## src/hdl/mws_pkg.sv

```systemverilog
// ----------------------------------------------------------------------------
// mws_pkg
// Shared constants, codes and lookup tables of the eight-voice wavetable
// synthesizer.
// ----------------------------------------------------------------------------
package mws_pkg;

    localparam int VOICES_DEFAULT = 8;

    // payload widths
    localparam int CHAN_W   = 4;
    localparam int STATUS_W = 4;
    localparam int DATA_W   = 8;
    localparam int SAMPLE_W = 14;

    // voice state widths
    localparam int PHASE_W = 24;
    localparam int VOL_W   = 7;
    localparam int NOTE_W  = 7;
    localparam int BANK_W  = 4;
    localparam int STEP_W  = 23;
    localparam int WAVE_W  = 5;
    localparam int PROD_W  = 13;

    // control frame
    localparam int FRAME_W = 9;
    localparam logic [FRAME_W-1:0] FRAME_LEN_RESET = 9'd315;
    localparam logic [VOL_W-1:0]   DECAY_STEP      = 7'd4;
    localparam logic [VOL_W-1:0]   NOTE_ON_VOL_MASK = 7'h7c;

    // apb register map
    localparam int APB_DATA_W = 32;
    localparam int PADDR_W    = 3;
    localparam int REG_IDX_W  = 1;
    localparam logic [REG_IDX_W-1:0] REG_FRAME_LENGTH = 1'd0;

    // item kinds
    localparam logic KIND_MIDI   = 1'b0;
    localparam logic KIND_SAMPLE = 1'b1;

    // midi status nibbles
    localparam logic [STATUS_W-1:0] ST_NOTE_OFF   = 4'd8;
    localparam logic [STATUS_W-1:0] ST_NOTE_ON    = 4'd9;
    localparam logic [STATUS_W-1:0] ST_CONTROLLER = 4'd11;
    localparam logic [STATUS_W-1:0] ST_PROGRAM    = 4'd12;

    // controller numbers that silence a voice
    localparam logic [DATA_W-1:0] CC_ALL_SOUND_OFF = 8'd120;
    localparam logic [DATA_W-1:0] CC_ALL_NOTES_OFF = 8'd123;

    // phase increment per note
    localparam logic [STEP_W-1:0] STEP_ROM [128] = '{
        23'd3110,    23'd3295,    23'd3491,    23'd3699,
        23'd3919,    23'd4152,    23'd4399,    23'd4660,
        23'd4937,    23'd5231,    23'd5542,    23'd5872,
        23'd6221,    23'd6591,    23'd6983,    23'd7398,
        23'd7838,    23'd8304,    23'd8797,    23'd9321,
        23'd9875,    23'd10462,   23'd11084,   23'd11743,
        23'd12441,   23'd13181,   23'd13965,   23'd14795,
        23'd15675,   23'd16607,   23'd17595,   23'd18641,
        23'd19750,   23'd20924,   23'd22168,   23'd23486,
        23'd24883,   23'd26363,   23'd27930,   23'd29591,
        23'd31351,   23'd33215,   23'd35190,   23'd37282,
        23'd39499,   23'd41848,   23'd44336,   23'd46973,
        23'd49766,   23'd52725,   23'd55860,   23'd59182,
        23'd62701,   23'd66429,   23'd70380,   23'd74565,
        23'd78998,   23'd83696,   23'd88673,   23'd93945,
        23'd99532,   23'd105450,  23'd111721,  23'd118364,
        23'd125402,  23'd132859,  23'd140759,  23'd149129,
        23'd157997,  23'd167392,  23'd177345,  23'd187891,
        23'd199063,  23'd210900,  23'd223441,  23'd236728,
        23'd250804,  23'd265718,  23'd281518,  23'd298258,
        23'd315993,  23'd334783,  23'd354691,  23'd375782,
        23'd398127,  23'd421801,  23'd446882,  23'd473455,
        23'd501608,  23'd531436,  23'd563036,  23'd596516,
        23'd631987,  23'd669567,  23'd709381,  23'd751563,
        23'd796254,  23'd843601,  23'd893765,  23'd946911,
        23'd1003217, 23'd1062871, 23'd1126073, 23'd1193033,
        23'd1263974, 23'd1339134, 23'd1418763, 23'd1503127,
        23'd1592507, 23'd1687203, 23'd1787529, 23'd1893821,
        23'd2006434, 23'd2125742, 23'd2252146, 23'd2386065,
        23'd2527948, 23'd2678268, 23'd2837526, 23'd3006254,
        23'd3185015, 23'd3374406, 23'd3575058, 23'd3787642,
        23'd4012867, 23'd4251485, 23'd4504291, 23'd4772130
    };

    // wave shapes, sixteen 4-bit entries per bank, entry 0 in the low nibble
    localparam logic [63:0] SHAPE_BANK0 = 64'h0015_07C8_35EA_CEE9;
    localparam logic [63:0] SHAPE_BANK1 = 64'h2500_2158_7ECE_EBA9;
    localparam logic [63:0] SHAPE_BANK2 = 64'h3125_38CB_446A_8CED;
    localparam logic [63:0] SHAPE_BANK3 = 64'h9526_2EEB_8540_3DEA;
    localparam logic [63:0] SHAPE_BANK4 = 64'h129D_EDB8_4211_4AE9;
    localparam logic [63:0] SHAPE_BANK5 = 64'h7337_2059_66CE_97BB;

    function automatic logic [3:0] shape_entry(input logic [BANK_W-1:0] bank,
                                               input logic [3:0] pos);
        logic [63:0] row;
        unique case (bank)
            4'd1:    row = SHAPE_BANK1;
            4'd2:    row = SHAPE_BANK2;
            4'd3:    row = SHAPE_BANK3;
            4'd4:    row = SHAPE_BANK4;
            4'd5:    row = SHAPE_BANK5;
            default: row = SHAPE_BANK0;
        endcase
        return row[{pos, 2'b00} +: 4];
    endfunction

endpackage

```

## src/hdl/mws_item_if.sv

```systemverilog
// ----------------------------------------------------------------------------
// mws_item_if
// Input channel: a midi message or a sample request, valid/ready handshake.
// ----------------------------------------------------------------------------
interface mws_item_if;

    logic                               valid;
    logic                               ready;
    logic                               kind;
    logic [mws_pkg::CHAN_W-1:0]         midi_channel;
    logic [mws_pkg::STATUS_W-1:0]       midi_status;
    logic [mws_pkg::DATA_W-1:0]         data_one;
    logic [mws_pkg::DATA_W-1:0]         data_two;

    modport source
    (
        output valid,
        output kind,
        output midi_channel,
        output midi_status,
        output data_one,
        output data_two,
        input  ready
    );

    modport sink
    (
        input  valid,
        input  kind,
        input  midi_channel,
        input  midi_status,
        input  data_one,
        input  data_two,
        output ready
    );

endinterface

```

## src/hdl/mws_result_if.sv

```systemverilog
// ----------------------------------------------------------------------------
// mws_result_if
// Output channel: one mixed audio sample per transfer, valid/ready handshake.
// ----------------------------------------------------------------------------
interface mws_result_if;

    logic                               valid;
    logic                               ready;
    logic signed [mws_pkg::SAMPLE_W-1:0] sample;
    logic                               frame_began;

    modport source
    (
        output valid,
        output sample,
        output frame_began,
        input  ready
    );

    modport sink
    (
        input  valid,
        input  sample,
        input  frame_began,
        output ready
    );

endinterface

```

## src/hdl/midi_wavetable_synth_8ch.sv

```systemverilog
// midi: a midi message is applied to voice state at its transfer
// sample: a request runs the voice sequencer, drains the pipeline, then presents the result
// sequencing: no new item is accepted until the sample result is loaded; the voice
// sequencer visits one voice per cycle through a shared phase adder and multiplier
// reset: asynchronous, active low; all voices silent, frame counter zero,
// frame_length back to 315
// ----------------------------------------------------------------------------
// midi_wavetable_synth_8ch
// Eight-voice wavetable synthesizer: midi messages update voice state, sample
// requests advance all voices and return the mixed mono sample.
// ----------------------------------------------------------------------------
module midi_wavetable_synth_8ch
#(
    parameter int VOICES = mws_pkg::VOICES_DEFAULT
)
(
    input  logic                                clk,
    input  logic                                rst_n,

    input  logic                                psel,
    input  logic                                penable,
    input  logic                                pwrite,
    input  logic [mws_pkg::PADDR_W-1:0]         paddr,
    input  logic [mws_pkg::APB_DATA_W-1:0]      pwdata,
    output logic [mws_pkg::APB_DATA_W-1:0]      prdata,
    output logic                                pready,

    mws_item_if.sink                            item_in,
    mws_result_if.source                        result_out
);

    localparam int IDX_W = (VOICES > 1) ? $clog2(VOICES) : 1;
    localparam int ACC_W = mws_pkg::PROD_W + IDX_W + 1;
    localparam logic [IDX_W-1:0] LAST_VOICE = IDX_W'(VOICES - 1);
    localparam logic signed [ACC_W-1:0] SAT_HI = ACC_W'((2 ** (mws_pkg::SAMPLE_W - 1)) - 1);
    localparam logic signed [ACC_W-1:0] SAT_LO = -SAT_HI - ACC_W'(1);

    localparam logic [1:0] S_IDLE  = 2'd0;
    localparam logic [1:0] S_RUN   = 2'd1;
    localparam logic [1:0] S_DRAIN = 2'd2;
    localparam logic [1:0] S_DONE  = 2'd3;

    // voice state
    logic [mws_pkg::PHASE_W-1:0] phase_reg [VOICES];
    logic [mws_pkg::VOL_W-1:0]   volume_reg [VOICES];
    logic [mws_pkg::NOTE_W-1:0]  note_reg [VOICES];
    logic [mws_pkg::BANK_W-1:0]  bank_reg [VOICES];
    logic                        held_reg [VOICES];

    logic [mws_pkg::FRAME_W-1:0] frame_len_reg;
    logic [mws_pkg::FRAME_W-1:0] countdown_reg, countdown_next;

    logic [1:0]       state_reg, state_next;
    logic [IDX_W-1:0] idx_reg, idx_next;
    logic             frame_step_reg;
    logic             began_reg;

    // pipeline: voice update -> multiply -> accumulate
    logic                               s1_vld_reg;
    logic signed [mws_pkg::WAVE_W-1:0]  wave_reg;
    logic [mws_pkg::VOL_W-1:0]          gain_reg;
    logic                               s2_vld_reg;
    logic signed [mws_pkg::PROD_W-1:0]  prod_reg;
    logic signed [ACC_W-1:0]            acc_reg;

    logic                                out_valid_reg;
    logic signed [mws_pkg::SAMPLE_W-1:0] sample_reg;
    logic                                out_began_reg;

    logic in_xfer, midi_xfer, sample_xfer, cfg_wr, run, load_out;
    logic chan_ok;
    logic [IDX_W-1:0] chan_idx;

    logic [mws_pkg::VOL_W-1:0]   vol_cur, vol_dec;
    logic [mws_pkg::PHASE_W-1:0] phase_new;
    logic                        voice_on;
    logic [3:0]                  shape_val;
    logic signed [ACC_W-1:0]     sum_sat;

    // apb register port
    assign pready = 1'b1;
    assign cfg_wr = psel && penable && pwrite
                    && (paddr[mws_pkg::PADDR_W-1:2] == mws_pkg::REG_FRAME_LENGTH);

    always_comb
    begin
        prdata = '0;
        if (paddr[mws_pkg::PADDR_W-1:2] == mws_pkg::REG_FRAME_LENGTH)
        begin
            prdata = mws_pkg::APB_DATA_W'(frame_len_reg);
        end
    end

    always_ff @(posedge clk or negedge rst_n)
    begin
        if (!rst_n)
        begin
            frame_len_reg <= mws_pkg::FRAME_LEN_RESET;
        end
        else if (cfg_wr)
        begin
            frame_len_reg <= pwdata[mws_pkg::FRAME_W-1:0];
        end
    end

    // handshake
    assign item_in.ready = (state_reg == S_IDLE);
    assign in_xfer       = item_in.valid && item_in.ready;
    assign midi_xfer     = in_xfer && (item_in.kind == mws_pkg::KIND_MIDI);
    assign sample_xfer   = in_xfer && (item_in.kind == mws_pkg::KIND_SAMPLE);
    assign run           = (state_reg == S_RUN);
    assign load_out      = (state_reg == S_DONE) && (!out_valid_reg || result_out.ready);

    assign chan_ok  = ({1'b0, item_in.midi_channel} < (mws_pkg::CHAN_W + 1)'(VOICES));
    assign chan_idx = item_in.midi_channel[IDX_W-1:0];

    // shared voice unit
    always_comb
    begin
        vol_cur = volume_reg[idx_reg];
        vol_dec = vol_cur;
        if (frame_step_reg && !held_reg[idx_reg] && (vol_cur != '0))
        begin
            vol_dec = (vol_cur >= mws_pkg::DECAY_STEP) ? (vol_cur - mws_pkg::DECAY_STEP) : '0;
        end
        voice_on  = (vol_dec != '0);
        phase_new = phase_reg[idx_reg]
                    + mws_pkg::PHASE_W'(mws_pkg::STEP_ROM[note_reg[idx_reg]]);
        shape_val = mws_pkg::shape_entry(bank_reg[idx_reg],
                                         phase_new[mws_pkg::PHASE_W-1 -: 4]);
    end

    // sequencer
    always_comb
    begin
        state_next     = state_reg;
        idx_next       = idx_reg;
        countdown_next = countdown_reg;
        unique case (state_reg)
            S_IDLE:
            begin
                if (sample_xfer)
                begin
                    // reload on frame start, then count this sample
                    if (countdown_reg == '0)
                    begin
                        countdown_next = ((frame_len_reg == '0) ? mws_pkg::FRAME_W'(1)
                                                                : frame_len_reg)
                                         - mws_pkg::FRAME_W'(1);
                    end
                    else
                    begin
                        countdown_next = countdown_reg - mws_pkg::FRAME_W'(1);
                    end
                    idx_next   = '0;
                    state_next = S_RUN;
                end
            end
            S_RUN:
            begin
                if (idx_reg == LAST_VOICE)
                begin
                    state_next = S_DRAIN;
                end
                else
                begin
                    idx_next = idx_reg + IDX_W'(1);
                end
            end
            S_DRAIN:
            begin
                if (!s1_vld_reg && !s2_vld_reg)
                begin
                    state_next = S_DONE;
                end
            end
            S_DONE:
            begin
                if (load_out)
                begin
                    state_next = S_IDLE;
                end
            end
            default:
            begin
                state_next = S_IDLE;
            end
        endcase
    end

    always_ff @(posedge clk or negedge rst_n)
    begin
        if (!rst_n)
        begin
            state_reg      <= S_IDLE;
            idx_reg        <= '0;
            countdown_reg  <= '0;
            frame_step_reg <= 1'b0;
            began_reg      <= 1'b0;
            s1_vld_reg     <= 1'b0;
            s2_vld_reg     <= 1'b0;
            out_valid_reg  <= 1'b0;
        end
        else
        begin
            state_reg     <= state_next;
            idx_reg       <= idx_next;
            countdown_reg <= countdown_next;
            if (sample_xfer)
            begin
                frame_step_reg <= (countdown_reg == '0);
                began_reg      <= (countdown_reg == '0);
            end
            s1_vld_reg <= run;
            s2_vld_reg <= s1_vld_reg;
            if (load_out)
            begin
                out_valid_reg <= 1'b1;
            end
            else if (result_out.ready)
            begin
                out_valid_reg <= 1'b0;
            end
        end
    end

    // voice state writes: midi in idle, sequencer during the run
    always_ff @(posedge clk or negedge rst_n)
    begin
        if (!rst_n)
        begin
            for (int v = 0; v < VOICES; v++)
            begin
                phase_reg[v]  <= '0;
                volume_reg[v] <= '0;
                note_reg[v]   <= '0;
                bank_reg[v]   <= '0;
                held_reg[v]   <= 1'b0;
            end
        end
        else if (run)
        begin
            volume_reg[idx_reg] <= vol_dec;
            if (voice_on)
            begin
                phase_reg[idx_reg] <= phase_new;
            end
        end
        else if (midi_xfer && chan_ok)
        begin
            unique case (item_in.midi_status)
                mws_pkg::ST_NOTE_OFF:
                begin
                    held_reg[chan_idx] <= 1'b0;
                end
                mws_pkg::ST_NOTE_ON:
                begin
                    note_reg[chan_idx]   <= item_in.data_one[mws_pkg::NOTE_W-1:0];
                    phase_reg[chan_idx]  <= '0;
                    volume_reg[chan_idx] <= item_in.data_two[mws_pkg::VOL_W-1:0]
                                            & mws_pkg::NOTE_ON_VOL_MASK;
                    held_reg[chan_idx]   <= 1'b1;
                end
                mws_pkg::ST_CONTROLLER:
                begin
                    if ((item_in.data_one == mws_pkg::CC_ALL_SOUND_OFF)
                        || (item_in.data_one == mws_pkg::CC_ALL_NOTES_OFF))
                    begin
                        held_reg[chan_idx]   <= 1'b0;
                        volume_reg[chan_idx] <= '0;
                    end
                end
                mws_pkg::ST_PROGRAM:
                begin
                    bank_reg[chan_idx] <= item_in.data_one[mws_pkg::DATA_W-1 -: mws_pkg::BANK_W];
                end
                default:
                begin
                end
            endcase
        end
    end

    // datapath: wave pick, multiply, accumulate
    always_ff @(posedge clk)
    begin
        if (run)
        begin
            if (voice_on && phase_new[mws_pkg::PHASE_W-1])
            begin
                wave_reg <= $signed({1'b0, shape_val}) - mws_pkg::WAVE_W'(8);
            end
            else
            begin
                wave_reg <= '0;
            end
            gain_reg <= vol_dec;
        end
        if (s1_vld_reg)
        begin
            prod_reg <= wave_reg * $signed({1'b0, gain_reg});
        end
        if (sample_xfer)
        begin
            acc_reg <= '0;
        end
        else if (s2_vld_reg)
        begin
            acc_reg <= acc_reg + {{(ACC_W - mws_pkg::PROD_W){prod_reg[mws_pkg::PROD_W-1]}},
                                  prod_reg};
        end
        if (load_out)
        begin
            sample_reg    <= sum_sat[mws_pkg::SAMPLE_W-1:0];
            out_began_reg <= began_reg;
        end
    end

    always_comb
    begin
        priority if (acc_reg > SAT_HI)
        begin
            sum_sat = SAT_HI;
        end
        else if (acc_reg < SAT_LO)
        begin
            sum_sat = SAT_LO;
        end
        else
        begin
            sum_sat = acc_reg;
        end
    end

    assign result_out.valid       = out_valid_reg;
    assign result_out.sample      = sample_reg;
    assign result_out.frame_began = out_began_reg;

endmodule

```

## src/flat_wrapper.sv

```systemverilog
// flat-port wrapper written by rule: the top's interface ports become plain ports
module midi_wavetable_synth_8ch_flat 
#(
    parameter int VOICES = mws_pkg::VOICES_DEFAULT
)
  (clk, rst_n, psel, penable, pwrite, paddr, pwdata, prdata, pready, item_in_valid, item_in_kind, item_in_midi_channel, item_in_midi_status, item_in_data_one, item_in_data_two, item_in_ready, result_out_valid, result_out_sample, result_out_frame_began, result_out_ready);
  mws_item_if item_in_i ();
  mws_result_if result_out_i ();
  input  logic clk;
  input  logic rst_n;
  input  logic psel;
  input  logic penable;
  input  logic pwrite;
  input  logic [mws_pkg::PADDR_W-1:0] paddr;
  input  logic [mws_pkg::APB_DATA_W-1:0] pwdata;
  output logic [mws_pkg::APB_DATA_W-1:0] prdata;
  output logic pready;
  input wire logic [$bits(item_in_i.valid)-1:0] item_in_valid;
  input wire logic [$bits(item_in_i.kind)-1:0] item_in_kind;
  input wire logic [$bits(item_in_i.midi_channel)-1:0] item_in_midi_channel;
  input wire logic [$bits(item_in_i.midi_status)-1:0] item_in_midi_status;
  input wire logic [$bits(item_in_i.data_one)-1:0] item_in_data_one;
  input wire logic [$bits(item_in_i.data_two)-1:0] item_in_data_two;
  output wire logic [$bits(item_in_i.ready)-1:0] item_in_ready;
  output wire logic [$bits(result_out_i.valid)-1:0] result_out_valid;
  output wire logic [$bits(result_out_i.sample)-1:0] result_out_sample;
  output wire logic [$bits(result_out_i.frame_began)-1:0] result_out_frame_began;
  input wire logic [$bits(result_out_i.ready)-1:0] result_out_ready;
  assign item_in_i.valid = item_in_valid;
  assign item_in_i.kind = item_in_kind;
  assign item_in_i.midi_channel = item_in_midi_channel;
  assign item_in_i.midi_status = item_in_midi_status;
  assign item_in_i.data_one = item_in_data_one;
  assign item_in_i.data_two = item_in_data_two;
  assign item_in_ready = item_in_i.ready;
  assign result_out_valid = result_out_i.valid;
  assign result_out_sample = result_out_i.sample;
  assign result_out_frame_began = result_out_i.frame_began;
  assign result_out_i.ready = result_out_ready;
  midi_wavetable_synth_8ch #(.VOICES(VOICES)) u_core (.clk(clk), .rst_n(rst_n), .psel(psel), .penable(penable), .pwrite(pwrite), .paddr(paddr), .pwdata(pwdata), .prdata(prdata), .pready(pready), .item_in(item_in_i), .result_out(result_out_i));
endmodule
```

## config.mk

```make
export PLATFORM = sky130hd
export DESIGN_NAME = midi_wavetable_synth_8ch_flat
export DESIGN_NICKNAME = d
export VERILOG_FILES = /design/src/hdl/mws_pkg.sv /design/src/hdl/mws_item_if.sv /design/src/hdl/mws_result_if.sv /design/src/hdl/midi_wavetable_synth_8ch.sv /design/src/flat_wrapper.sv
export SDC_FILE = /design/constraint.sdc
export NUM_CORES = 1
export LEC_CHECK = 0
export BUFFER_PORTS_ARGS = -buffer_cell sky130_fd_sc_hd__clkbuf_2
export CAP_MARGIN = 20
export CORE_ASPECT_RATIO = 0.7
export CORE_MARGIN = 1
export CORE_UTILIZATION = 40
export DETAILED_ROUTE_END_ITERATION = 10
export GPL_TIMING_DRIVEN = 0
export PLACE_DENSITY = 0.58
export SLEW_MARGIN = 20
export SYNTH_ARGS = -nofsm -noshare
export SYNTH_HDL_FRONTEND = slang
export SYNTH_SLANG_ARGS = --single-unit
export TNS_END_PERCENT = 1
```

## constraint.sdc

```tcl
create_clock -name clk -period 8.47 [get_ports clk]
set_input_delay 1.2705 -clock clk [delete_from_list [all_inputs] [get_ports clk]]
set_output_delay 1.2705 -clock clk [all_outputs]
set_load 0.05 [all_outputs]
```

==> out/results.ini, run 1 <==
[run_status]
status = completed

[synthesis]
synth_area_per_cell_sq_um = 9.768
yosysSeqAreaShare_pct = 40.80
synth_compound_area_share_pct = 18.16
synth-edff-count = 39
ys_ff_latch = 427
yosys_warnings = 0
yosys.area_share.simple_pct = 14.09
syn-instance-count = 2711
synth_async_sr_flop_share_pct = 86.89
synth_mux_area_share_pct = 14.56
synthDistinctLibCells = 97
syn-cell-area_sq_um = 26480
synth_xor_xnor_area_share_pct = 1.555
synth_adder_area_share_pct = 5.283
synth_top_family_by_area = compound AO/OA/AOI/OAI gates
synth_flop_cell = dfrtp_1

[layout]
final_common_cell = nand2_1
register_area_sq_um = 10800
multiInputGateArea_sq_um = 14350
fillCellCount = 6231
instances_no_fill = 3757
largest_reg_flops = 192
fin_nets = 3014
layout-drive-gt1-share_pct = 14.46
area_growth_pct = 12.11
layout_common_cells = 393 x nand2_1, 365 x dfrtp_1, 221 x mux2i_1
final_util_pct = 45.60

[timing]
rsz0062_at_grt = no
finalWorstSetupSlack_ns = 0.07705
slew_viol_final = 0
slew_headroom_pct = 16.61
worstMarginPinSlew_ns = 1.248
final_hold_viol_count = 0
setup_viol = 0
skew_ns = 0.04353
layout_min_cycle_time_ns = 8.393
finalCritPeriodShare_pct = 99.09
max_clock_freq_mhz = 119.1

[placement]
placed_cells = 3682
port_buffers = 62
pre_cts_ws_ns = -0.8410
gp_congestion = 1.035
dp_hpwl_mm = 76.46

[die]
rows = 78
ios = 117
die_y_um = 217.3
dieArea_sq_um = 67250
die_w_um = 309.5
start_util_pct = 40.68
core_area_sq_um = 65090

[power]
peakVddDrop_uv = 430.1
p_sw_mw = 7.534
p_leak_nw = 14.25
power_density_nw_per_um2 = 496.2
internal_power_mw = 7.197
sw_frac_of_total_pct = 51.14
clockPowerShare_pct = 13.9
p_seq_share_pct = 22.4
combinationalPowerShare_pct = 63.7

[drt]
routed_wl_mm = 103.3
drc = 0
drt-initial-drc-count = 3026
post_drt_wl_per_cell_um = 27.51
vias = 23549
antenna_left = 0
via_per_inst = 6.268
drt_pass1_iterations = 6

[setup_path]
critPathCaptureType = flop
criticalPathCategory = reg2reg
crit_fanout = 11
reg2reg_depth = 26
cp.arrival_ns = 8.72
worst_ep_required_time_ns = 8.79
rr_startpoint = u_core.idx_reg[2]
r2r_end = u_core.wave_reg[0]
critPathLaunchType = flop
r2r_slack_ns = 0.08

[worst_hold_path]
hold_end = u_core.note_reg[45]
hold_path_class = reg2reg
min-delay-start = u_core.note_reg[45]
holdPathStages = 2

[clock_network]
clk_latency_ns = 0.62
cts_tree = done
clockBufferDepth = 3
root_buffer = clkbuf_16
clkTransAtPathRegs_ns = 0.07
cts-buffers-inserted = 44
clock-sinks = 427
postCtsHoldBufs = 0
cts_max_level = 2

[global_routing]
grt_overflow = 0
antenna_found_initial = 4
grt_pass1_wl_mm = 152.1
grt_pass1_vias = 22805
grt_usage_pct = 30.47
grt_max_degree = 92

[flow_run]
max_cap_viol_count = 0

==> cell families after synthesis <==
family	count (synthesis)
AND/OR/NAND/NOR	808
AO/OA/AOI/OAI	695
flip-flops	427
multiplexers	346
buffers and inverters	285
adder cells (fa/ha/maj)	101
XOR/XNOR	47
other	2
==> synthesized netlist by cell type (all sizes together) (7+ instances only) <==
master    n  share of area [%]
nand2   402                5.8
dfrtp   365                 34
mux2i   221                8.4
o22ai   130                3.1
a21oi   128                2.4
nor2    127                1.8
clkbuf  114                1.7
mux2    105                4.5
buf      98                2.8
ha       83                3.9
o21ai    83                1.6
inv      68               0.96
a22o     54                1.8
nor3     49               0.93
and2     44                1.0
o21a     42                1.2
edfxtp   39                4.4
nand3    35               0.66
a211oi   30               0.85
o211ai   30               0.85
nor4     29               0.69
xnor2    29               0.96
a31oi    24               0.57
nand2b   22               0.52
o221ai   22               0.73
nor2b    21               0.50
mux4     20                1.7
and3     18               0.43
fa       18                1.4
xor2     18               0.60
a32o     17               0.64
dfxtp    17                1.3
a221oi   14               0.46
or3      14               0.33
a21o     13               0.37
a22oi    13               0.37
o311ai   10               0.33
o21bai    9               0.26
o22a      8               0.26
nand3b    7               0.20
nor3b     7               0.20
==> area by class of cell <==
type	count	share of cell area (%)
multi-input combinational	2021	48.35
sequential	427	36.39
clock buffer	61	4.341
buffer	211	4.055
tap	880	3.709
timing repair buffer	69	1.538
inverter	72	0.9315
clock inverter	15	0.6744
antenna	1	0.008430
==> through the flow <==
step | cell area [sq um] | setup TNS (ns) | total power, mW | hold slack, ns
after global placement | 27970 | -719.10 | 12.18 | 0.4608
after floorplan | 26560 | 0 | 9.568 | 0.4401
final | 29690 | 0 | 14.73 | 0.4794
after global routing | 29680 | 0 | 15.64 | 0.5099
after CTS | 29650 | -0.1212 | 14.48 | 0.4829
after detailed placement | 28140 | -14.36 | 12.39 | 0.4696
==> worst max-delay path: stages (launching register included) <==
cell           delay [ns]
dfrtp_1              0.37
buf_6                0.16
buf_6                0.19
buf_6                0.19
buf_6                0.19
buf_4                0.23
mux2i_1              0.22
o2bb2ai_1            0.12
a221oi_2             0.59
clkinv_2             0.47
ha_1                 0.35
clkbuf_2             0.32
o21ai_0              0.80
o21a_1               0.27
o21ai_0              0.11
mux2i_1              0.17
a21oi_1              0.22
ha_1                 0.30
or3_1                0.40
o2111ai_1            0.50
a21oi_1              0.29
nor2_1               0.26
xor2_1               0.44
dlygate4sd1_1        0.49
nand4_1              0.13
o311ai_0             0.14
o22ai_1              0.12
==> worst max-delay path by stage <==
stage	start	endpoint	slack, ns
after floorplan	u_core.idx_reg[1]	u_core.wave_reg[0]	2.33
after global placement	rst_n	u_core.phase_reg[89]	-1.97
after detailed placement	u_core.idx_reg[0]	u_core.wave_reg[1]	-0.84
after CTS	u_core.idx_reg[2]	u_core.wave_reg[1]	-0.12
after global routing	u_core.idx_reg[2]	u_core.wave_reg[2]	0.009
final	u_core.idx_reg[2]	u_core.wave_reg[0]	0.08
==> power groups by stage <==
stage                     registers, mW  clock network, mW  logic, mW
final                              3.30               2.05       9.39
after global routing               3.36               2.15       10.1
after CTS                          3.28               2.06       9.14
after detailed placement           3.31                  0       9.08
after global placement             3.29                  0       8.89
after floorplan                    3.25                  0       6.32
==> layer usage <==
metal	global-route usage, %	wire [um]	vias to the layer above
li1	-	-	10195
met1	45.66	47310	11900
met2	41.21	40910	1278
met3	10.87	13020	172
met4	6.716	2079	4
met5	0	27	-
==> timing repair <==
item | in CTS | in global routing
resized for setup | 7 | 25
setup buffers | 0 | 0
setup endpoints to repair | 60 | 40
(Power assumes the default switching activity.)
==> inputs of run 2 (changes only) <==
--- a/config.mk
+++ b/config.mk
@@ -7,7 +7,7 @@
 export LEC_CHECK = 0
 export BUFFER_PORTS_ARGS = -buffer_cell sky130_fd_sc_hd__clkbuf_2
 export CAP_MARGIN = 20
-export CORE_ASPECT_RATIO = 0.7
+export CORE_ASPECT_RATIO = 0.75
 export CORE_MARGIN = 1
 export CORE_UTILIZATION = 40
 export DETAILED_ROUTE_END_ITERATION = 10
==> run 2 against run 1 <==
Wire length fell by 1.6%. Critical path depth rose by 3. Setup slack improved by 0.11 ns. First-iteration DRC count fell by 6.0%. Critical path type unchanged.
==> out/results.ini, run 2 (synthesis gave the netlist of run 1 again) <==
[clock_network]
clkTransAtPathRegs_ns = 0.06  ; about the same
cts-buffers-inserted = 45  ; +2.3%
cts_max_level = 2  ; unchanged
clk_latency_ns = 0.61  ; about the same
root_buffer = clkbuf_16
postCtsHoldBufs = 0  ; unchanged
clock-sinks = 427  ; unchanged
clockBufferDepth = 3  ; unchanged
cts_tree = done

[global_routing]
grt_usage_pct = 30.07  ; -0.39 points
grt_max_degree = 95  ; +3.3%
grt_pass1_wl_mm = 152.3  ; about the same
antenna_found_initial = 2  ; -2
grt_pass1_vias = 23173  ; +1.6%
grt_overflow = 0  ; unchanged

[die]
die_y_um = 224.8  ; +3.5%
core_area_sq_um = 65370  ; +0.42%
rows = 81  ; +3.8%
dieArea_sq_um = 67250  ; about the same
die_w_um = 299.1  ; -3.4%
start_util_pct = 40.51  ; -0.17 points
ios = 117  ; unchanged

[timing]
rsz0062_at_grt = no
finalCritPeriodShare_pct = 97.79  ; -1.3 points
skew_ns = 0.05221  ; +0.008679 ns
worstMarginPinSlew_ns = 1.165  ; -0.08328 ns
hold_slack_ns = 0.4797  ; +0.0002770 ns
layout_min_cycle_time_ns = 8.283  ; -0.1099 ns
max_clock_freq_mhz = 120.7  ; +1.3%
slew_viol_final = 0  ; unchanged
setup_viol = 0  ; unchanged
slew_headroom_pct = 22.34  ; +5.7 points
final_hold_viol_count = 0  ; unchanged
tns_ns = 0  ; unchanged

[power]
clockPowerShare_pct = 14.2  ; +0.3 points
p_leak_nw = 14.31  ; +0.44%
p_sw_mw = 7.538  ; about the same
peakVddDrop_uv = 299.6  ; -30%
power_density_nw_per_um2 = 496.3  ; about the same
internal_power_mw = 7.254  ; +0.78%
sw_frac_of_total_pct = 50.96  ; -0.18 points
p_seq_share_pct = 22.2  ; -0.2 points
combinationalPowerShare_pct = 63.6  ; about the same

[flow_run]
max_cap_viol_count = 0  ; unchanged

[setup_path]
crit_fanout = 13  ; +2
cpMostUsedCell = buf_6
critPathLaunchType = flop
cp.arrival_ns = 8.58  ; -0.14 ns
critPathCaptureType = flop
slowest_delay_ns = 0.55  ; -0.25 ns
criticalPathCategory = reg2reg
worst_ep_required_time_ns = 8.76  ; -0.03 ns
reg2reg_depth = 29  ; +12%
cp_slowest_cell = ha_1

[layout]
fin_nets = 3018  ; +0.13%
final_common_cell = nand2_1
fillCellCount = 6252  ; +0.34%
layout_common_cells = 393 x nand2_1, 365 x dfrtp_1, 221 x mux2i_1
final_area_sq_um = 29800  ; +0.39%
area_growth_pct = 12.54
layout-drive-gt1-share_pct = 14.90  ; +0.44 points
instances_no_fill = 3758  ; +0.027%
largest_reg_flops = 192  ; unchanged

[drt]
via_per_inst = 6.243  ; -0.39%
drt_pass1_iterations = 6  ; unchanged
drc = 0  ; unchanged
post_drt_wl_per_cell_um = 27.05  ; -1.7%
vias = 23463  ; -0.37%
antenna_left = 0  ; unchanged
routed_wl_mm = 101.6  ; -1.6%
drt-initial-drc-count = 2843  ; -6.0%

[placement]
placed_cells = 3674  ; -0.22%
gp_congestion = 0.9380  ; -9.3%
dp_hpwl_mm = 74.51  ; -2.6%
port_buffers = 62  ; unchanged
dpl-instance-area_sq_um = 28150  ; about the same

[worst_hold_path]
holdPathStages = 2  ; unchanged
hold_path_class = reg2reg

[run_status]
status = completed

## run 2: changes by cell type in the layout (fill, tap and decap cells not counted), moves of 2 or more
| cell | change |
|---|---|
| clkinv_4 | -2 |
| clkinv_2 | +3 |
| nor3b_1 | -2 |
| clkbuf_2 | +3 |
| buf_4 | +4 |
| nor3b_2 | +2 |
| o311ai_0 | +2 |
| o311ai_1 | -2 |
| clkbuf_1 | -3 |
| clkbuf_8 | +6 |
## run 2: area by class of cell
cell class / instances / area, sq um / area share [%]
clock inverters: 15 / 196.4 / 0.6591
flip-flops and latches: 427 / 10800 / 36.25
well taps: 871 / 1090 / 3.657
diodes: 2 / 5.005 / 0.01679
clock buffers: 67 / 1350 / 4.530
plain buffers: 211 / 1207 / 4.051
inverters: 72 / 280.3 / 0.9404
multi-input cells: 2021 / 14390 / 48.28
repair buffers: 72 / 481.7 / 1.616
## run 2: metal layers
metal | vias up | wire length (um) | GRT usage [%]
met5 | - | 0 | 0
met4 | 0 | 1816 | 6.106
met3 | 156 | 11460 | 8.307
met2 | 1220 | 41900 | 43.10
met1 | 11885 | 46460 | 44.83
li1 | 10202 | - | -
## run 2: worst max-delay path: cells and delay by family (launching register included)
family | cells | cell delay [ns]
AO/OA/AOI/OAI | 11 | 3.19
buffers and inverters | 9 | 2.01
AND/OR/NAND/NOR | 6 | 0.98
adder cells (fa/ha/maj) | 2 | 0.90
multiplexers | 1 | 0.50
flip-flops | 1 | 0.37
## run 2: stage by stage
stage | power, mW | util [%] | worst slack (ns)
5_1_grt | 15.77 | 45.58 | 0.01698
6_report | 14.79 | 45.59 | 0.1869
4_1_cts | 14.52 | 45.48 | 0.01707
3_3_place_gp | 12.16 | 42.78 | -2.012
3_5_place_dp | 12.35 | 43.07 | -1.138
2_1_floorplan | 9.568 | - | 2.331
## run 2: final timing paths
| path | from | slack, ns | end |
|---|---|---|---|
| hold reg to reg | u_core.note_reg[3] | 0.48 | u_core.note_reg[3] |
| max in group asynchronous | rst_n | 6.66 | u_core.phase_reg[141] |
| min in group asynchronous | rst_n | 0.62 | u_core.bank_reg[8] |
| hold / removal | u_core.note_reg[3] | 0.48 | u_core.note_reg[3] |
| setup reg to reg | u_core.idx_reg[2] | 0.19 | u_core.wave_reg[2] |
| setup / recovery | u_core.idx_reg[2] | 0.19 | u_core.wave_reg[2] |
## run 2: power groups by stage
stage,Sequential [mW],Clock (mW),Combinational (mW)
4_1_cts,3.27,2.13,9.12
2_1_floorplan,3.25,0,6.32
5_1_grt,3.36,2.21,10.2
6_report,3.29,2.10,9.41
3_5_place_dp,3.30,0,9.05
3_3_place_gp,3.28,0,8.87
## run 2: what timing repair did
| item | in CTS | in global routing |
|---|---|---|
| hold endpoints to repair | 0 | 0 |
| setup buffers | 0 | 2 |
| setup endpoints to repair | 68 | 42 |
| gates resized for setup | 10 | 32 |
==> inputs of run 3 (changes only) <==
--- a/config.mk
+++ b/config.mk
@@ -10,6 +10,7 @@
 export CORE_ASPECT_RATIO = 0.75
 export CORE_MARGIN = 1
 export CORE_UTILIZATION = 40
+export CTS_BUF_LIST = sky130_fd_sc_hd__clkbuf_4 sky130_fd_sc_hd__clkbuf_8
 export DETAILED_ROUTE_END_ITERATION = 10
 export GPL_TIMING_DRIVEN = 0
 export PLACE_DENSITY = 0.58
==> run 3 against run 2 <==
Critical path depth shrank 5. Utilization is essentially flat. Critical path type unchanged. Final area is essentially flat. Cell count grew 1.2%. Sequential cell count is the same.
==> out/results.ini, run 3 (synthesis gave the netlist of run 1 again) <==
[timing]
slew_viol_final = 0  ; unchanged
skew_ns = 0.06536  ; +0.01315 ns
finalCritPeriodShare_pct = 97.18  ; -0.61 points
rsz0062_at_grt = no
setup_viol = 0  ; unchanged
final_hold_viol_count = 0  ; unchanged
tns_ns = 0  ; unchanged
layout_min_cycle_time_ns = 8.231  ; -0.05194 ns
worstMarginPinSlew_ns = 1.127  ; -0.03746 ns
slew_headroom_pct = 24.14  ; +1.8 points
max_clock_freq_mhz = 121.5  ; +0.63%

[drt]
drt_pass1_iterations = 7  ; +1
via_per_inst = 6.212  ; -0.50%
post_drt_wl_per_cell_um = 26.82  ; -0.84%
met2_length_mm = 42.22  ; +0.76%
drc = 0  ; unchanged
routed_wl_mm = 102.0  ; +0.32%
drt-initial-drc-count = 2781  ; -2.2%
highest_layer = met4
route.met3.wl_mm = 11.16  ; -2.6%
met1_length_mm = 46.52  ; +0.13%
vias = 23618  ; +0.66%
antenna_left = 0  ; unchanged

[placement]
port_buffers = 62  ; unchanged
gp_congestion = 0.9380  ; unchanged
dp_hpwl_mm = 74.51  ; unchanged

[power]
peakVddDrop_uv = 309.2  ; +3.2%
finalPower_mw = 14.68  ; -0.78%
p_leak_nw = 14.35  ; +0.29%
power_density_nw_per_um2 = 492.9  ; -0.70%

[layout]
layout_common_cells = 393 x nand2_1, 365 x dfrtp_1, 221 x mux2i_1
fin_nets = 3044  ; +0.86%
largest_reg_flops = 192  ; unchanged
final_util_pct = 45.55  ; about the same
area_growth_pct = 12.46  ; about the same
final_common_cell = nand2_1
fillCellCount = 6308  ; +0.90%
layout-drive-gt1-share_pct = 16.62  ; +1.7 points

[clock_network]
postCtsHoldBufs = 0  ; unchanged
root_buffer = clkbuf_8
cts_max_level = 3  ; +1
clkTransAtPathRegs_ns = 0.07  ; about the same
cts-buffers-inserted = 71  ; +58%
clockBufferDepth = 3  ; unchanged
clk_latency_ns = 0.71  ; +0.10 ns
clock-sinks = 427  ; unchanged
cts_tree = done

[die]
die_y_um = 224.8  ; unchanged
ios = 117  ; unchanged
rows = 81  ; unchanged
start_util_pct = 40.51  ; unchanged
dieArea_sq_um = 67250  ; unchanged
die_w_um = 299.1  ; unchanged
core_area_sq_um = 65370  ; unchanged

[setup_path]
crit_fanout = 11  ; -2
worst_ep_required_time_ns = 8.85  ; +0.09 ns
critPathCaptureType = flop
cp.arrival_ns = 8.61  ; +0.03 ns
startpoint = u_core.idx_reg[0]
criticalPathCategory = reg2reg
rr_startpoint = u_core.idx_reg[0]
critPathLaunchType = flop

[global_routing]
grt_max_degree = 95  ; unchanged
grt_pass1_wl_mm = 152.2  ; about the same
grt_pass1_vias = 23312  ; +0.60%
grt_overflow = 0  ; unchanged
grt_usage_pct = 30.22  ; +0.14 points
antenna_found_initial = 2  ; unchanged

[worst_hold_path]
min-delay-start = u_core.note_reg[31]
hold_path_class = reg2reg

[flow_run]
max_cap_viol_count = 0  ; unchanged

[run_status]
status = completed

run 3: cell count changes in the layout (fill, tap and decap cells not counted), sizes merged:
cell	change
bufinv	-2
clkinvlp	+2
diode	-1
clkbuf	+45
run 3: final timing paths:
kind	to	slack, ns	cells after the start
min reg2reg	u_core.note_reg[31]	0.48	2
max	u_core.wave_reg[0]	0.24	24
max reg2reg	u_core.wave_reg[0]	0.24	24
max in group asynchronous	u_core.phase_reg[116]	6.74	3
min in group asynchronous	u_core.bank_reg[8]	0.54	1
min	u_core.note_reg[31]	0.48	2
run 3: power breakdown:
| group | internal, mW | switching [mW] | total (mW) |
|---|---|---|---|
| logic | 3.21 | 6.19 | 9.40 |
| clock network | 1.08 | 0.909 | 1.99 |
| registers | 2.84 | 0.451 | 3.29 |
| total | 7.13 | 7.55 | 14.7 |
run 3: area by class of cell:
class                           count  area, sq um  area share (%)
Buffer                            211         1207           4.055
Multi-Input combinational cell   2021        14390           48.33
Inverter                           72        280.3          0.9412
Sequential cell                   427        10800           36.28
Tap cell                          871         1090           3.660
Antenna cell                        1        2.502        0.008403
Clock buffer                      112         1391           4.672
Timing Repair Buffer               72        481.7           1.618
Clock inverter                     15        130.1          0.4370
run 3: routing by layer:
| metal | global-route usage (%) | up-vias |
|---|---|---|
| met5 | 0 | - |
| met4 | 7.637 | 0 |
| met3 | 8.268 | 171 |
| met2 | 42.93 | 1270 |
| met1 | 44.85 | 11910 |
| li1 | - | 10267 |
run 3: through the flow:
step	hold slack [ns]	instances	setup WS (ns)	area (sq um)
after floorplan	0.4401	2733	2.331	26560
after global placement	0.4627	3666	-2.012	27960
after detailed placement	0.4706	3674	-1.138	28150
after CTS	0.4857	3801	0.01724	29700
after global routing	0.5032	3801	0.08755	29780
final	0.4828	3802	0.2389	29780
run 3: worst max-delay path: stages (launching register included):
cell and delay (ns):
dfrtp_1 0.57, buf_6 0.23, clkinv_2 0.25, clkbuf_1 0.43, and2_0 0.30, a221oi_4 0.42, clkinv_2 0.40, ha_1 0.32
clkbuf_1 0.30, o21ai_0 0.84, o21a_1 0.26, mux2i_1 0.09, a211oi_1 0.32, a21oi_2 0.17, ha_1 0.45, nand3_1 0.14
nor2_1 0.18, o2111ai_1 0.27, a21oi_1 0.52, nor2_1 0.19, xor2_2 0.39, dlygate4sd1_1 0.51, nand4_1 0.12, o311ai_0 0.13
o22ai_1 0.11
run 3: repair_timing:
action                     CTS  global route
buffers inserted             0             2
gates cloned                 0             0
setup endpoints to repair   68            35
gates resized for setup      9            37
